## src/rtl/sliding_window_peak_rate_assert.svh

```systemverilog
// assertion helpers used by swpr_back
`ifndef SLIDING_WINDOW_PEAK_RATE_ASSERT_SVH
`define SLIDING_WINDOW_PEAK_RATE_ASSERT_SVH

// same-cycle implication, checked outside reset
`define SWPR_ASSERT_NOW(lbl, ante, cons, msg) \
    lbl: assert property (@(posedge aclk) disable iff (!aresetn) \
        (ante) |-> (cons)) else $error(msg);

// next-cycle implication, checked outside reset
`define SWPR_ASSERT_NEXT(lbl, ante, cons, msg) \
    lbl: assert property (@(posedge aclk) disable iff (!aresetn) \
        (ante) |=> (cons)) else $error(msg);

`endif

```

## src/rtl/swpr_pkg.sv

```systemverilog
package swpr_pkg;

    // field widths
    localparam int TS_W     = 22;
    localparam int CNT_W    = 13;
    localparam int DAY_W    = 5;
    localparam int HOUR_W   = 5;
    localparam int MINUTE_W = 6;
    localparam int SECOND_W = 6;

    // time conversion constants
    localparam logic [TS_W-1:0] SECS_PER_DAY  = 22'd86400;
    localparam logic [TS_W-1:0] SECS_PER_HOUR = 22'd3600;
    localparam logic [TS_W-1:0] SECS_PER_MIN  = 22'd60;

    // defaults
    localparam logic [TS_W-1:0] WINDOW_RESET   = 22'd60;
    localparam int              FIFO_DEPTH_DEF = 4096;

    // timestamp transfer between front, queue and back
    typedef struct packed {
        logic            valid;
        logic [TS_W-1:0] stamp;
    } stamp_xfer_t;

    // back-end sequencer states
    typedef enum logic [1:0] {
        BK_IDLE,
        BK_WAIT,
        BK_CHECK
    } back_state_t;

endpackage

```

## src/rtl/swpr_front.sv

```systemverilog
module swpr_front
    import swpr_pkg::*;
(
    input  logic                aclk,
    input  logic                aresetn,
    input  logic                s_valid,
    output logic                s_ready,
    input  logic [DAY_W-1:0]    s_day,
    input  logic [HOUR_W-1:0]   s_hour,
    input  logic [MINUTE_W-1:0] s_minute,
    input  logic [SECOND_W-1:0] s_second,
    output stamp_xfer_t         q_in,
    input  logic                q_in_ready
);

    logic            stage_valid_reg;
    logic [TS_W-1:0] stage_stamp_reg;
    logic [TS_W-1:0] sum;
    logic [TS_W-1:0] stamp;

    // seconds since month start, saturating at zero for day zero
    always_comb begin
        sum = TS_W'(TS_W'(s_day) * SECS_PER_DAY)
            + TS_W'(TS_W'(s_hour) * SECS_PER_HOUR)
            + TS_W'(TS_W'(s_minute) * SECS_PER_MIN)
            + TS_W'(s_second);
        stamp = (sum >= SECS_PER_DAY) ? (sum - SECS_PER_DAY) : '0;
    end

    assign s_ready = !stage_valid_reg || q_in_ready;

    // one stage register ahead of the queue
    always_ff @(posedge aclk) begin
        if (!aresetn) begin
            stage_valid_reg <= 1'b0;
        end else if (s_ready) begin
            stage_valid_reg <= s_valid;
        end
    end

    always_ff @(posedge aclk) begin
        if (s_valid && s_ready) begin
            stage_stamp_reg <= stamp;
        end
    end

    assign q_in.valid = stage_valid_reg;
    assign q_in.stamp = stage_stamp_reg;

endmodule

```

## config.mk

```make
export PLATFORM = sky130hd
export DESIGN_NAME = swpr_front
export DESIGN_NICKNAME = d
export VERILOG_FILES = /design/src/rtl/sliding_window_peak_rate_assert.svh /design/src/rtl/swpr_pkg.sv /design/src/rtl/swpr_front.sv
export SDC_FILE = /design/constraint.sdc
export NUM_CORES = 1
export LEC_CHECK = 0
export BUFFER_PORTS_ARGS = -buffer_cell sky130_fd_sc_hd__buf_2
export CAP_MARGIN = 0
export CELL_PAD_IN_SITES_DETAIL_PLACEMENT = 1
export CELL_PAD_IN_SITES_GLOBAL_PLACEMENT = 1
export CORE_MARGIN = 3
export CORE_UTILIZATION = 30
export CTS_CLUSTER_SIZE = 40
export DETAILED_ROUTE_END_ITERATION = 6
export GPL_TIMING_DRIVEN = 0
export PLACE_DENSITY = 0.59
export SLEW_MARGIN = 25
export SYNTH_ARGS = -nofsm -noshare
export SYNTH_HDL_FRONTEND = slang
export SYNTH_SLANG_ARGS = --single-unit
```

## constraint.sdc

```tcl
create_clock -name aclk -period 12.6 [get_ports aclk]
set_input_delay 2.52 -clock aclk [delete_from_list [all_inputs] [get_ports aclk]]
set_output_delay 2.52 -clock aclk [all_outputs]
set_load 0.05 [all_outputs]
```

==> reports/qor.yml <==
chipWidth_microns: 121
hpwl_microns: 7750
run_status: "finished, final reports clean"
synth_seq_area_share_pct: 17.2
die_height_microns: 121
maxSlewViolCount: 0
synthDominantAreaCellType: "ha_1"
nets: 603
clock_pin_slew_on_the_worst_setup_and_hold_paths_ps: 60
post_synth_instance_area_sq_mm: 0.00395
proportion_of_layout_cells_with_a_drive_suffix_above_1_pct: 15.1
clk_latency_ps: 250
synth-compound-area-share_pct: 20.4
drtIter0Drc: 133
worst_path_most_repeated_cell: "fa_1"
fin_crit_sh_pct: 65.1
layout_commonest_cell: "ha_1"
synthAdderAreaFrac_pct: 36.0
avgViaCountPerCell: 4.84
cts_tree: "yes"
finalSetupViolations: 0
syn_area_per_cell_sq_um: 9.34
required_ps: 12670
drc_errors: 0
holdWs_ps: 538
timing.max_slew.rel_slack_pct: 38.5
async_sr_flop_fraction_pct: 0
cts_max_path_buffers: 2
syn2layout_area_growth_pct: 13.6
gr-usage-met1_pct: 16.2
initial_cell_density_of_the_core_pct: 30.9
h_tree_level_count: 1
area_of_the_placeable_core_sq_mm: 0.0128
yosys.area_share.xor_xnor_pct: 8.87
finalSetupTns_ps: 0
post_synthesis_share_of_cell_area_spent_on_and_or_nand_and_nor_gates_pct: 9.85
drtAntennaViolNets: 0
grt_remaining_overflow: 0
worstPathArrival_ps: 8270
die-area_sq_mm: 0.0146
post_drt_wl_per_cell_microns: 13.2
wirelength_microns: 8560
cts_resized: 0
achievable-frequency_mhz: 122
numPortBuffers: 49
timing.critical_path.cells: "buf_2 > fa_1 > fa_1 > fa_1 > a21oi_1 > nor2_1 > nor2_1 > o21bai_1 > a21oi_1 > xnor2_1 > fa_1 > ha_1 > a21oi_1 > mux2_2 > a211oi_1 > nor3_2 > a211oi_1 > o31a_1 > nor2_1 > buf_2 > a22oi_1"
startpoint_type: "input pin"
post_synth_inst_count: 423
critical_path_peak_fanout: 10
worstSetupEndpointType: "flip-flop"
synth_mux_area_share_pct: 0.570
clock_sinks: 23
cells_taking_the_most_area_after_synthesis: "ha_1 24%, edfxtp_1 17%, fa_1 12%"
wire_length_of_the_first_global_routing_pass_microns: 15100
yosys_warnings: 0
pin_count_of_the_biggest_net_entering_global_routing: 23
grt_pass1_vias: 3260
commonest_non_fill_non_tap_cells_in_the_layout: "77 x ha_1, 65 x inv_1, 53 x buf_2"
netlist.area_leader.share_pct: 24.4
flip_flop_count_of_the_largest_register_all_copies_and_words_added: 22
cts_root_buffer: "clkbuf_16"
busiest_grt_layer: "met2"
criticalPathCategory: "input pin to flip-flop"
max-cap-violations: 0
use_met3_pct: 0.655
routabilityCongestion: 0.772
track_usage_pct: 12.1
grt_antenna_before_repair: 0
timing_hold_violations_final: 0
worst_pin_slew_ps: 922
placementRows: 41
synth.net_count: 549
timing.critical_path.max_delay_family: "adder cells"
final_clock_skew_ps: 4.99
post-cts-setup-buffers: 0
synth-main-ff-cell: "edfxtp_1"
n_antenna_cell: 0
worst_path_bufs_invs: 2
holdBufCountCts: 0
timing.hold.worst.class: "flip-flop to flip-flop"
use_met2_pct: 21.8
synth_top_family_by_area: "adder cells"
setup_repair_after_global_routing_missed_its_margin: "false"
max_stage_delay_ps: 600
top_level_ports: 50
fin_crit_ps: 8200
1st_pass_router_iterations: 4
synth_seq_cells: 23
worst_path_max_delay_cell: "fa_1"
synth-edff-count: 22
post_synth_num_cell_types: 55
vias: 3139
layout.filler_cells: 1508
cts_inserted_buffers: 3
[logic make-up (layout without fill, tap and decap cells)]
family	count (synthesis)	count (layout)
flip-flops	23	23
AND/OR/NAND/NOR	70	70
XOR/XNOR	40	40
buffers and inverters	72	125
multiplexers	2	2
adder cells (fa/ha/maj)	100	100
AO/OA/AOI/OAI	116	116
[cell type report]
class / count / area (sq um) / share of cell area [%]
plain buffers: 7 / 35.0 / 0.780
clock buffers: 4 / 78.8 / 1.76
multi-input cells: 328 / 2990 / 66.6
well taps: 172 / 215 / 4.79
flip-flops and latches: 23 / 681 / 15.2
repair buffers: 49 / 245 / 5.46
inverters: 65 / 244 / 5.43
[path summary, 6_finish.rpt]
path                              end  cells past startpoint  slack [ps]            start
hold reg to reg       stage_valid_reg                      2         540  stage_valid_reg
setup / recovery  stage_stamp_reg[18]                     21        4400      s_minute[0]
setup reg to reg  stage_stamp_reg[18]                      2       11070  stage_valid_reg
hold / removal        stage_valid_reg                      2         540  stage_valid_reg
[per-stage QoR]
stage | util (%) | cells | worst slack [ps] | cell area (sq um)
6_report | 35.2 | 648 | 4400 | 4490
5_1_grt | 35.2 | 648 | 3900 | 4490
4_1_cts | 35.2 | 648 | 4350 | 4490
3_5_place_dp | 34.5 | 644 | 4110 | 4410
3_3_place_gp | 34.5 | 644 | 4130 | 4410
2_1_floorplan | - | 423 | 4800 | 3950
[synth_stat cells (all sizes together) (3+ instances only)]
library cell and instances:
nor2 18, a22oi 3, nand2b 4, fa 23, o21ai 16, inv 65
nor3 3, buf 5, o21bai 6, and3 3, a31oi 4, xnor2 25
xor2 15, a211oi 8, o31ai 3, a21boi 9, edfxtp 22, nor4 3
o211ai 4, or3 6, nand2 13, a21oi 40, a21o 9, or4 4
ha 77, nand3 6
[metal layers]
| metal | vias up | share of wire, % |
|---|---|---|
| li1 | 1609 | - |
| met1 | 1491 | 48 |
| met2 | 35 | 49 |
| met3 | 4 | 2.0 |
| met4 | 0 | 0.60 |
| met5 | - | 0 |
[tightest hold or removal path, cell delays in order (launching register included)]
cell and delay, ps:
dfxtp_1 310, nand2b_1 90, a21boi_0 80
Power is not shown: default switching activity piles up to over one toggle a cycle in this logic, so the estimate is an artifact.
