$ cat src/rtl/sliding_window_peak_rate_assert.svh
// assertion helpers used by swpr_back
`ifndef SLIDING_WINDOW_PEAK_RATE_ASSERT_SVH
`define SLIDING_WINDOW_PEAK_RATE_ASSERT_SVH

// same-cycle implication, checked outside reset
`define SWPR_ASSERT_NOW(lbl, ante, cons, msg) \
    lbl: assert property (@(posedge aclk) disable iff (!aresetn) \
        (ante) |-> (cons)) else $error(msg);

// next-cycle implication, checked outside reset
`define SWPR_ASSERT_NEXT(lbl, ante, cons, msg) \
    lbl: assert property (@(posedge aclk) disable iff (!aresetn) \
        (ante) |=> (cons)) else $error(msg);

`endif

$ cat src/rtl/swpr_pkg.sv
package swpr_pkg;

    // field widths
    localparam int TS_W     = 22;
    localparam int CNT_W    = 13;
    localparam int DAY_W    = 5;
    localparam int HOUR_W   = 5;
    localparam int MINUTE_W = 6;
    localparam int SECOND_W = 6;

    // time conversion constants
    localparam logic [TS_W-1:0] SECS_PER_DAY  = 22'd86400;
    localparam logic [TS_W-1:0] SECS_PER_HOUR = 22'd3600;
    localparam logic [TS_W-1:0] SECS_PER_MIN  = 22'd60;

    // defaults
    localparam logic [TS_W-1:0] WINDOW_RESET   = 22'd60;
    localparam int              FIFO_DEPTH_DEF = 4096;

    // timestamp transfer between front, queue and back
    typedef struct packed {
        logic            valid;
        logic [TS_W-1:0] stamp;
    } stamp_xfer_t;

    // back-end sequencer states
    typedef enum logic [1:0] {
        BK_IDLE,
        BK_WAIT,
        BK_CHECK
    } back_state_t;

endpackage

$ cat src/rtl/swpr_queue.sv
module swpr_queue
    import swpr_pkg::*;
(
    input  logic        aclk,
    input  logic        aresetn,
    input  stamp_xfer_t q_in,
    output logic        q_in_ready,
    output stamp_xfer_t q_out,
    input  logic        q_out_ready
);

    logic [TS_W-1:0] slot_reg [2];
    logic            wr_ptr_reg;
    logic            rd_ptr_reg;
    logic [1:0]      count_reg;
    logic            push;
    logic            pop;

    assign q_in_ready  = (count_reg != 2'd2);
    assign q_out.valid = (count_reg != 2'd0);
    assign q_out.stamp = slot_reg[rd_ptr_reg];
    assign push        = q_in.valid && q_in_ready;
    assign pop         = q_out.valid && q_out_ready;

    // pointers and fill count
    always_ff @(posedge aclk) begin
        if (!aresetn) begin
            wr_ptr_reg <= 1'b0;
            rd_ptr_reg <= 1'b0;
            count_reg  <= 2'd0;
        end else begin
            if (push) begin
                wr_ptr_reg <= !wr_ptr_reg;
            end
            if (pop) begin
                rd_ptr_reg <= !rd_ptr_reg;
            end
            case ({push, pop})
                2'b10:   count_reg <= count_reg + 2'd1;
                2'b01:   count_reg <= count_reg - 2'd1;
                default: count_reg <= count_reg;
            endcase
        end
    end

    // slot storage
    always_ff @(posedge aclk) begin
        if (push) begin
            slot_reg[wr_ptr_reg] <= q_in.stamp;
        end
    end

endmodule

$ cat config.mk
export PLATFORM = sky130hd
export DESIGN_NAME = swpr_queue
export DESIGN_NICKNAME = d
export VERILOG_FILES = /design/src/rtl/sliding_window_peak_rate_assert.svh /design/src/rtl/swpr_pkg.sv /design/src/rtl/swpr_queue.sv
export SDC_FILE = /design/constraint.sdc
export NUM_CORES = 1
export LEC_CHECK = 0
export BUFFER_PORTS_ARGS = -buffer_cell sky130_fd_sc_hd__buf_2
export CAP_MARGIN = 20
export CELL_PAD_IN_SITES_DETAIL_PLACEMENT = 1
export CELL_PAD_IN_SITES_GLOBAL_PLACEMENT = 2
export CORE_ASPECT_RATIO = 1.25
export CORE_MARGIN = 5
export CORE_UTILIZATION = 30
export CTS_CLUSTER_DIAMETER = 40
export DETAILED_ROUTE_END_ITERATION = 10
export PLACE_DENSITY = 0.73
export SKIP_CTS_REPAIR_TIMING = 1
export SYNTH_ARGS = -nofsm -noshare
export SYNTH_HDL_FRONTEND = slang
export SYNTH_SLANG_ARGS = --single-unit
$ cat constraint.sdc
create_clock -name aclk -period 2.7 [get_ports aclk]
set_clock_uncertainty 0.05 [all_clocks]
set_input_delay 0.135 -clock aclk [delete_from_list [all_inputs] [get_ports aclk]]
set_output_delay 0.135 -clock aclk [all_outputs]
set_load 0.03 [all_outputs]
==> PnR_summary.wiki <==
{| class="wikitable"
! Metric !! Value
|-
| # IOs || 50
|-
| Reg2reg end || slot_reg[0][13]
|-
| Synthesized Nets || around 120
|-
| Inserted Clock Buffers || 5
|-
| Number of distinct library cells after synthesis || 20
|-
| Nature of the critical path endpoint || output pin
|-
| Number of enable-type register cells in the synthesized netlist || 44
|-
| Fraction of layout instances using a drive strength above 1 || 0.480
|-
| Static leakage || around 0.92 nW
|-
| Placeable core region || approximately 6000 sq um
|-
| Full die area || between 7000 and 8000 sq um
|-
| Worst path required time || ~2.5 ns
|-
| Post-layout nets || 197
|-
| TritonCTS clock tree || yes
|-
| Routed wire length per instance || 14.4 microns
|-
| Total wire length || between 3 and 4 mm
|-
| Placement Rows || 31
|-
| Least-Margin Pin Slew || 0.904 ns
|-
| Relative area change from synthesis to final layout || 36.4%
|-
| Worst setup path endpoint || q_out[0]
|-
| Vias in the first global route || roughly 1,100
|-
| Number of iterations in the first detailed-routing pass || 3
|-
| CTS Buffer Depth || 2
|-
| Post-detail-place hpwl || 2.61 mm
|-
| List of cells traversed by the critical path || buf_4, mux2_2, buf_2
|-
| Post-synthesis cell count || roughly 90
|-
| Area of the mapped netlist || around 1800 sq um
|-
| ANT nets after route || 0
|-
| Pins Over Slew Limit || 0
|-
| Cell family with the largest share of critical-path delay || flip-flops
|-
| Syn. warnings || 0
|-
| GR Overflow Total || 0
|-
| Detailed-route vias per instance || about 4.2
|-
| Critical R2R Launch || count_reg[0]
|-
| Later-pin clock latency in the skew report || around 0.29 ns
|-
| Peak Freq || between 500 and 600 MHz
|-
| Share of synthesized flip-flops with an asynchronous set or reset || 0
|-
| Overall Power || roughly 2.2 mW
|-
| Fill cell total of the finished layout || 586
|-
| Largest stage delay, worst path || ~0.55 ns
|-
| Initial standard-cell utilization of the core || 0.310
|-
| Most used flip-flop cell after synthesis || sky130_fd_sc_hd__edfxtp_1
|-
| Number of logic stages on the critical path including buffering || 3
|-
| Outcome || complete, no violations
|-
| Class of the most critical hold timing path || input port to flip-flop
|-
| Number of flip-flops in the largest register || 44
|-
| Remaining design rule violation count || 0
|-
| Sink Count || 49
|-
| Register Area || 1420 sq um
|-
| Worst hold margin || 0.0469 ns
|-
| Chip height || a little under 100 microns
|-
| Setup TNS Final || 0 ns
|-
| Hold violation count in the final report || 0
|-
| Register-to-register setup slack || 0.85 ns
|-
| Avg Synthesized Cell Area || 19.7 sq um
|-
| Critical-path cell with the highest stage delay || sky130_fd_sc_hd__dfxtp_1
|-
| Maximum fanout encountered on the critical timing path || 15
|-
| Final core utilization || 0.423
|-
| Initial antenna violation count || 0
|-
| Crit Path Class || flip-flop to output pin
|-
| Area occupied by multi-input gates || ~380 sq um
|-
| Final worst path period share || 0.704
|-
| DR vias || 1,052
|-
| Number of setup violations in the final report || 0
|-
| Total of flip-flops plus latches after synthesis || just under 50
|-
| CP Launch Type || flip-flop
|-
| Maximum number of pins on one net before global-route repair || 23
|-
| Unrepaired setup endpoints after global routing || no
|-
| CP bufs+invs || 2
|-
| Post-route minimum period || ~1.9 ns
|-
| Worst R2R Path Depth || 3
|-
| PD cells || about 910 nW/um^2
|-
| Arrival time worst endpoint || about 1.7 ns
|-
| Clock Tree Root || sky130_fd_sc_hd__clkbuf_8
|-
| Count of maximum capacitance violations || 0
|-
| Rel. slew slack || 0.397
|-
| Initial DRC count || 18
|-
| Final estimated routing congestion in global placement || 0.646
|-
| # H-tree levels || 2
|-
| Worst-path clk slew || around 0.090 ns
|-
| Die W || 79.6 microns
|-
| VDD IR max || 0.000455 V
|-
| Number of antenna cells inserted || 0
|-
| Port Buffer Count || slightly below 50
|-
| Wire length of the first global-routing pass || 5.50 mm
|-
| Launch point of the worst hold path || aresetn
|-
| Global Route Usage Sum || 0.0955
|-
| Sequential element share of the synthesized area || 0.783
|}
-- stage by stage --
step / cell area (sq um) / setup slack, ns / std cells
2_1_floorplan: 1810 / 0.835 / 92
3_3_place_gp: 2170 / 0.939 / 223
3_5_place_dp: 2170 / 0.809 / 223
4_1_cts: 2250 / 0.752 / 231
5_1_grt: 2470 / 0.682 / 253
6_report: 2470 / 0.798 / 253
-- synth_stat cells, types with 2 or more instances --
library cell / number / share of area
sky130_fd_sc_hd__nor2b_1: 2 / 0.0069
sky130_fd_sc_hd__buf_2: 2 / 0.0055
sky130_fd_sc_hd__xnor2_1: 3 / 0.014
sky130_fd_sc_hd__mux2_2: 22 / 0.14
sky130_fd_sc_hd__edfxtp_1: 44 / 0.73
sky130_fd_sc_hd__dfxtp_1: 5 / 0.055
-- power by group --
group | switching, mW | leakage [nW] | internal (mW)
clock | 0.228 | 0.0374 | 0.182
combinational | 0.500 | 0.431 | 0.315
sequential | 0.0590 | 0.453 | 0.963
total | 0.787 | 0.921 | 1.46
-- layer usage --
| layer | routed length, microns | GRT usage | up-vias |
|---|---|---|---|
| met5 | 0 | 0 | - |
| met4 | 92 | 0.0437 | 0 |
| met3 | 205 | 0.0316 | 8 |
| met2 | 2100 | 0.179 | 28 |
| met1 | 1240 | 0.0901 | 509 |
| li1 | - | - | 507 |
-- layout make-up --
cell class | count | share of cell area
flip-flops and latches | 49 | 0.574
well taps | 82 | 0.0415
clock buffers | 6 | 0.0293
inverters | 1 | 0.00152
clock inverters | 2 | 0.00607
repair buffers | 73 | 0.194
multi-input cells | 40 | 0.153
-- layout by cell type, fill, tap and decap left out --
cell type | Yosys | layout
sky130_fd_sc_hd__buf_2 | 2 | 49
sky130_fd_sc_hd__edfxtp_1 | 44 | 44
sky130_fd_sc_hd__mux2_2 | 22 | 22
sky130_fd_sc_hd__dlygate4sd3_1 | 0 | 22
sky130_fd_sc_hd__dfxtp_1 | 5 | 5
sky130_fd_sc_hd__clkbuf_8 | 0 | 5
sky130_fd_sc_hd__xnor2_1 | 3 | 3
sky130_fd_sc_hd__nor2b_1 | 2 | 2
sky130_fd_sc_hd__clkinvlp_4 | 0 | 2
sky130_fd_sc_hd__buf_4 | 0 | 2
sky130_fd_sc_hd__o21a_1 | 1 | 1
sky130_fd_sc_hd__or2_2 | 1 | 1
sky130_fd_sc_hd__nand2b_1 | 1 | 1
sky130_fd_sc_hd__nand2_1 | 1 | 1
sky130_fd_sc_hd__and3_1 | 1 | 1
sky130_fd_sc_hd__nand3b_1 | 1 | 1
sky130_fd_sc_hd__inv_1 | 1 | 1
sky130_fd_sc_hd__and2_1 | 1 | 1
sky130_fd_sc_hd__a21bo_2 | 1 | 1
sky130_fd_sc_hd__a21boi_0 | 1 | 1
sky130_fd_sc_hd__o21ai_0 | 1 | 1
sky130_fd_sc_hd__or3_1 | 1 | 1
sky130_fd_sc_hd__a21boi_1 | 1 | 1
sky130_fd_sc_hd__ha_1 | 1 | 1
sky130_fd_sc_hd__clkbuf_1 | 0 | 1
-- worst min path at each step --
stage / cells after the start / endpoint / slack, ns
6_report: 2 / flip-flop / 0.05
5_1_grt: 2 / flip-flop / 0.06
4_1_cts: 1 / slot_reg[1][14] / -0.04
3_5_place_dp: 1 / slot_reg[0][14] / 0.28
3_3_place_gp: 1 / slot_reg[0][17] / 0.28
2_1_floorplan: 0 / slot_reg[0][0] / 0.18
-- cells by family (layout without fill, tap and decap cells) --
kind of cell | Yosys count | count (layout) | share of synthesized area
AOI/OAI and AO/OA | 5 | 5 | 0.0207
xor gates and xnor gates | 3 | 3 | 0.0145
adders and majority gates | 1 | 1 | 0.00690
buffers and inverters | 3 | 82 | 0.00758
DFF | 49 | 49 | 0.783
muxes | 22 | 22 | 0.137
and+or+nand+nor | 9 | 9 | 0.0304
No activity file was read; power rests on OpenSTA's default activity.
